--- config.mk ---
export PLATFORM = sky130hd
export DESIGN_NAME = snsp_ctrl
export DESIGN_NICKNAME = d
export VERILOG_FILES = /design/src/rtl/snsp_pkg.sv /design/src/rtl/snsp_ctrl.sv
export SDC_FILE = /design/constraint.sdc
export NUM_CORES = 1
export LEC_CHECK = 0
export BUFFER_PORTS_ARGS = -buffer_cell sky130_fd_sc_hd__clkbuf_2
export CAP_MARGIN = 30
export CELL_PAD_IN_SITES_DETAIL_PLACEMENT = 1
export CELL_PAD_IN_SITES_GLOBAL_PLACEMENT = 2
export CORE_UTILIZATION = 33
export DETAILED_ROUTE_END_ITERATION = 8
export PLACE_DENSITY_LB_ADDON = 0.05
export SLEW_MARGIN = 15
export SYNTH_ARGS = -nofsm -noshare
export SYNTH_HDL_FRONTEND = slang
export SYNTH_SLANG_ARGS = --single-unit
--- constraint.sdc ---
create_clock -name clk -period 3 [get_ports clk]
set_input_delay 0 -clock clk [delete_from_list [all_inputs] [get_ports clk]]
set_output_delay 0 -clock clk [all_outputs]
set_load 0.01 [all_outputs]
--- src/rtl/snsp_pkg.sv ---
// Shared constants, types and helpers of the spread-nearest sample picker.
// No dependencies; used by snsp_ctrl, snsp_dp and the top level.
package snsp_pkg;

  localparam int MAX_SAMPLES = 1024;
  localparam int MAX_PICKS   = 64;
  localparam int DATA_W      = 32;
  localparam int ADDR_W      = $clog2(MAX_SAMPLES);
  localparam int CNT_W       = ADDR_W + 1;
  localparam int PICK_W      = $clog2(MAX_PICKS);
  localparam int CFG_W       = 7;
  localparam int DIV_STEPS   = DATA_W;
  localparam int DIV_CNT_W   = $clog2(DIV_STEPS + 1);
  localparam int DIST_W      = DATA_W + 1;

  typedef struct packed {
    logic load;
    logic div_init;
    logic div_step;
    logic tgt_load;
    logic scan;
    logic emit;
  } cmd_t;

  typedef struct packed {
    logic scan_done;
    logic last_target;
  } sts_t;

  // divisor of the target spacing: clamp(num_picks, 2, MAX_PICKS) - 1
  function automatic logic [PICK_W-1:0] pick_div(input logic [CFG_W-1:0] np);
    logic [CFG_W-1:0] p;
    begin
      if (np < CFG_W'(2)) begin
        p = CFG_W'(2);
      end else if (np > CFG_W'(MAX_PICKS)) begin
        p = CFG_W'(MAX_PICKS);
      end else begin
        p = np;
      end
      pick_div = PICK_W'(p - CFG_W'(1));
    end
  endfunction

endpackage

--- src/rtl/snsp_ctrl.sv ---
// Controller of the spread-nearest sample picker: load, divide, target load, scan, emit.
// Depends on snsp_pkg for the command and status structs.
module snsp_ctrl (
  input  logic              clk,
  input  logic              rst_n,
  input  logic              start,
  input  logic              last_sample,
  input  snsp_pkg::sts_t    sts,
  output snsp_pkg::cmd_t    cmd,
  output logic              busy
);

  typedef enum logic [4:0] {
    ST_LOAD = 5'b00001,
    ST_DIV  = 5'b00010,
    ST_TGT  = 5'b00100,
    ST_SCAN = 5'b01000,
    ST_EMIT = 5'b10000
  } state_t;

  state_t                             state_r, state_nxt;
  logic [snsp_pkg::DIV_CNT_W-1:0]     div_cnt_r, div_cnt_nxt;

  always_comb begin
    state_nxt   = state_r;
    div_cnt_nxt = div_cnt_r;
    cmd         = '0;
    busy        = 1'b1;
    case (state_r)
      ST_LOAD: begin
        busy     = 1'b0;
        cmd.load = start;
        if (start && last_sample) begin
          state_nxt   = ST_DIV;
          div_cnt_nxt = '0;
        end
      end
      ST_DIV: begin
        if (div_cnt_r == '0) begin
          cmd.div_init = 1'b1;
        end else begin
          cmd.div_step = 1'b1;
        end
        if (div_cnt_r == snsp_pkg::DIV_CNT_W'(snsp_pkg::DIV_STEPS)) begin
          state_nxt   = ST_TGT;
          div_cnt_nxt = '0;
        end else begin
          div_cnt_nxt = div_cnt_r + snsp_pkg::DIV_CNT_W'(1);
        end
      end
      ST_TGT: begin
        cmd.tgt_load = 1'b1;
        state_nxt    = ST_SCAN;
      end
      ST_SCAN: begin
        cmd.scan = 1'b1;
        if (sts.scan_done) begin
          state_nxt = ST_EMIT;
        end
      end
      ST_EMIT: begin
        cmd.emit  = 1'b1;
        state_nxt = sts.last_target ? ST_LOAD : ST_TGT;
      end
      default: begin
        state_nxt = ST_LOAD;
      end
    endcase
  end

  always_ff @(posedge clk) begin
    if (!rst_n) begin
      state_r   <= ST_LOAD;
      div_cnt_r <= '0;
    end else begin
      state_r   <= state_nxt;
      div_cnt_r <= div_cnt_nxt;
    end
  end

endmodule

==> results by stage <==
Setup path:
- In this run the worst setup path begins at div_cnt_r[0]$_SDFFE_PN0P_.
- The worst setup path is launched from a flip-flop.
- The capture point of the worst reg-to-reg path is state_r[4]$_SDFFE_PN0P_.
- The worst setup path is of the reg -> out kind.
- The number of cells on the worst reg-to-reg path is 6.
- The delay of the slowest critical-path stage is 0.60 ns.
- Among all stages on the critical path, the largest delay is contributed by sky130_fd_sc_hd__or4b_2.
- STA puts the critical path data required time at 3.00 ns.
- Walking the worst path, the cells encountered are inv_1 -> ha_1 -> or4b_2 -> nor3_1 -> clkbuf_2.
- For the worst setup path, the data arrival time is 1.81 ns.
- The worst setup path is captured at an output port.
- The setup slack on the worst flop-to-flop path is 1.27 ns.
- The worst-path maximum fanout is 5.
- On the critical path the largest part of the delay comes from simple AND/OR/NAND/NOR gates.
- The reg-to-reg startpoint is div_cnt_r[0]$_SDFFE_PN0P_.
- Together, buffers and inverters on the worst path number 2.

Clock network:
- The clock passes through at most 2 buffers.
- The CTS buffer count is 3.
- The clock-pin slew of the registers on the worst-case setup and hold paths is 0.08 ns.
- The number of setup buffers added after CTS is 0.
- Clock tree synthesis found a total of 11 sinks.
- The clock tree root driver cell is sky130_fd_sc_hd__clkbuf_4.
- At the later pin of the worst-skew pair, clock insertion delay measures 0.27 ns.
- The CTS tree is yes.
- The CTS H-tree depth is 1.

Final layout:
- Leaving out fill and tap cells, the most frequent cell in the layout is sky130_fd_sc_hd__clkbuf_2.
- In the layout the commonest cells are sky130_fd_sc_hd__clkbuf_2, sky130_fd_sc_hd__dfxtp_1, sky130_fd_sc_hd__nand3_1.
- The net total in the final layout is 101.
- Of the cells placed in the final design, the portion with a size suffix greater than 1 is 23.9%.
- Fill cells in the final layout number 235.
- The number of antenna diodes in the final layout is 0.
- The area taken by flip-flops and latches is 220 um^2.
- Relative to the synthesized area, the layout overhead comes to 16.7%.
- Summing all multi-input logic gate instances after layout gives 419 um^2.

Routing:
- The total via count in the routed design is 614.
- The first-iteration detailed-routing DRC count is 7.
- The detail route stage leaves a number of antenna-violating nets equal to 0.
- The detailed-route vias per instance is 5.25.
- The total wirelength of the detailed-routed design is 1600 um.
- The number of DRC violations after detailed routing is 0.
- The first detailed-routing pass ran for 4 iterations.
- The routed length per instance is 13.7 um.

STA:
- The number of hold violations in the final report is 0.
- The setup violation total in the final timing report is 0.
- Setup repair after global routing left no endpoint under its margin.
- After layout, the worst path uses 60.2% of the clock period.
- Based on the critical path, the design can be clocked at up to 0.554 GHz.
- For the pin with the worst max-slew slack, the measured transition is 0.502 ns.
- For the finished layout, the period the worst path requires is 1.81 ns.
- The worst-case setup margin in the final layout is 1.19 ns.
- Across the routed clock network, the largest skew measured is 0.0110 ns.
- For the final routed database, the setup TNS stands at 0 ns.
- The headroom to the max-slew limit is 66.1%.
- The max-slew violation count is 0.

GRT:
- The overall track demand over capacity in global routing is 17.9%.
- The initial antenna violation count was 0.
- Entering global routing, the biggest net connects 12 pins.
- The via count of the first global-routing pass is 547.
- The first global-routing pass estimated 2620 um of wire.
- Summed over all layers, the global routing overflow is 0.

Floorplanning:
- In this run the horizontal extent of the chip is 47.2 um.
- The floorplan step defined a core boundary enclosing 1820 um^2.
- The floorplan has 15 rows.
- The full die area is 2220 um^2.
- 13 I/O pins were placed.
- The floorplan die height is 47.2 um.
- The effective utilization at floorplan is 37.0%.

Placed design:
- Summed over all nets, the half-perimeter wirelength after detailed placement is 1250 um.
- The number of input and output port buffers inserted is 12.
- Before CTS, the worst setup slack after placement is 1.28 ns.
- The final weighted congestion of routability-driven global placement is 0.833.

Synthesis:
- Summing the sequential cell areas from Yosys gives 32.7% of the chip area.
- Yosys mapped a number of flops with a built-in enable equal to 0.
- The number of warning messages in the yosys log is 0.
- Synthesis produced a netlist whose cell count is 77.
- The main flop type after synthesis is sky130_fd_sc_hd__dfxtp_1.
- In this run the cell area of the synthesized design comes to 673 um^2.
- The mean area per synthesized cell is 8.74 um^2.
- The proportion of register bits with asynchronous set or reset after synthesis is 0%.
- The count of different cell masters after synthesis is 36.
- The register bit count reported by yosys is 11.
- Counting every net in the synthesized netlist gives 85.

Power:
- The power density over the cells is 360 nW/um^2.
- The leakage power of the design is 0.291 nW.
- The maximum ir drop on the vdd rail is 0.172 mV.

Run status:
- The run finished with clean final reports.

Worst hold path:
- The worst hold path begins at rst_n.
- The worst hold path passes through 2 cells.
- The endpoint of the worst hold-timing path is state_r[0]$_SDFFE_PN1P_.
- The worst min-delay path category is in -> reg.

Run:
- The max-capacitance violation count is 0.
where the power goes:
group,total [mW],switching (mW),internal (mW),leakage [nW]
Combinational,0.0286,0.0161,0.0125,0.187
Clock,0.106,0.0542,0.0515,0.0150
Sequential,0.149,0.00129,0.147,0.0889
cells by family after synthesis:
family / share of synthesized area [%]
buffers and inverters: 5.02
flip-flops: 32.7
XOR/XNOR: 2.60
AO/OA/AOI/OAI: 17.1
adder cells (fa/ha/maj): 3.72
AND/OR/NAND/NOR: 38.9
stage by stage:
step | hold slack [ns] | utilization, % | std cells | total power [mW] | instance area (um^2)
after CTS | 0.0644 | 43.2 | 117 | 0.289 | 786
after detailed placement | 0.274 | 41.2 | 112 | 0.180 | 749
after global routing | 0.0817 | 43.2 | 117 | 0.297 | 786
after global placement | 0.265 | 41.2 | 112 | 0.180 | 749
final | 0.0694 | 43.2 | 117 | 0.283 | 786
after floorplan | 0.171 | - | 77 | 0.170 | 673
metal layers:
metal / global-route usage [%] / part of all wire (%)
met1: 25.6 / 54
met2: 24.7 / 41
met3: 4.62 / 3.2
met4: 8.57 / 0.94
met5: 0 / 0
worst max-delay path by stage:
| stage | cells past startpoint | to | slack [ns] |
|---|---|---|---|
| final | 5 | cmd[4] | 1.19 |
| after global routing | 5 | cmd[4] | 1.11 |
| after CTS | 5 | cmd[4] | 1.18 |
| after detailed placement | 6 | state_r[4]$_SDFFE_PN0P_ | 1.28 |
| after global placement | 6 | state_r[4]$_SDFFE_PN0P_ | 1.28 |
| after floorplan | 4 | state_r[2]$_SDFFE_PN0P_ | 1.49 |
cells in the mapped netlist (all sizes together), types with 2 or more instances:
cell     number  area [um^2]
a211oi        2         27.5
a21oi         5         25.0
and2          2         12.5
and3          2         17.5
dfxtp        11          220
ha            2         25.0
inv           5         18.8
nand2         5         18.8
nand3         6         30.0
nand4b        2         17.5
nor2          3         11.3
nor3          2         10.0
nor4          2         12.5
nor4b         4         47.6
o21a          2         15.0
o21ai         3         15.0
o2bb2ai       2         17.5
or2           2         12.5
or3           3         23.8
xor2          2         17.5
state kept, by name, indices dropped and copies added, names as in the netlist:
signal / cells
state_r: 5
div_cnt_r: 6
cell type report:
class	instances	share of cell area (%)
well taps	25	3.98
inverters	5	2.39
multi-input cells	59	53.3
repair buffers	13	8.92
flip-flops and latches	11	28.0
clock buffers	4	3.34
what timing repair did:
item,4_1_cts,5_1_grt
setup endpoints to repair,0,0
endpoints found under the hold margin,1,0
resized for setup,0,0
hold buffers,1,0
worst register-to-register path, stage by stage, from the launching register on:
cell and delay (ns):
sky130_fd_sc_hd__dfxtp_1 0.41, sky130_fd_sc_hd__inv_1 0.08, sky130_fd_sc_hd__ha_1 0.21, sky130_fd_sc_hd__nor4b_2 0.17, sky130_fd_sc_hd__a211oi_4 0.42, sky130_fd_sc_hd__a21oi_1 0.10, sky130_fd_sc_hd__and4_1 0.22
Note: power is estimated with default switching activity, not from simulation.
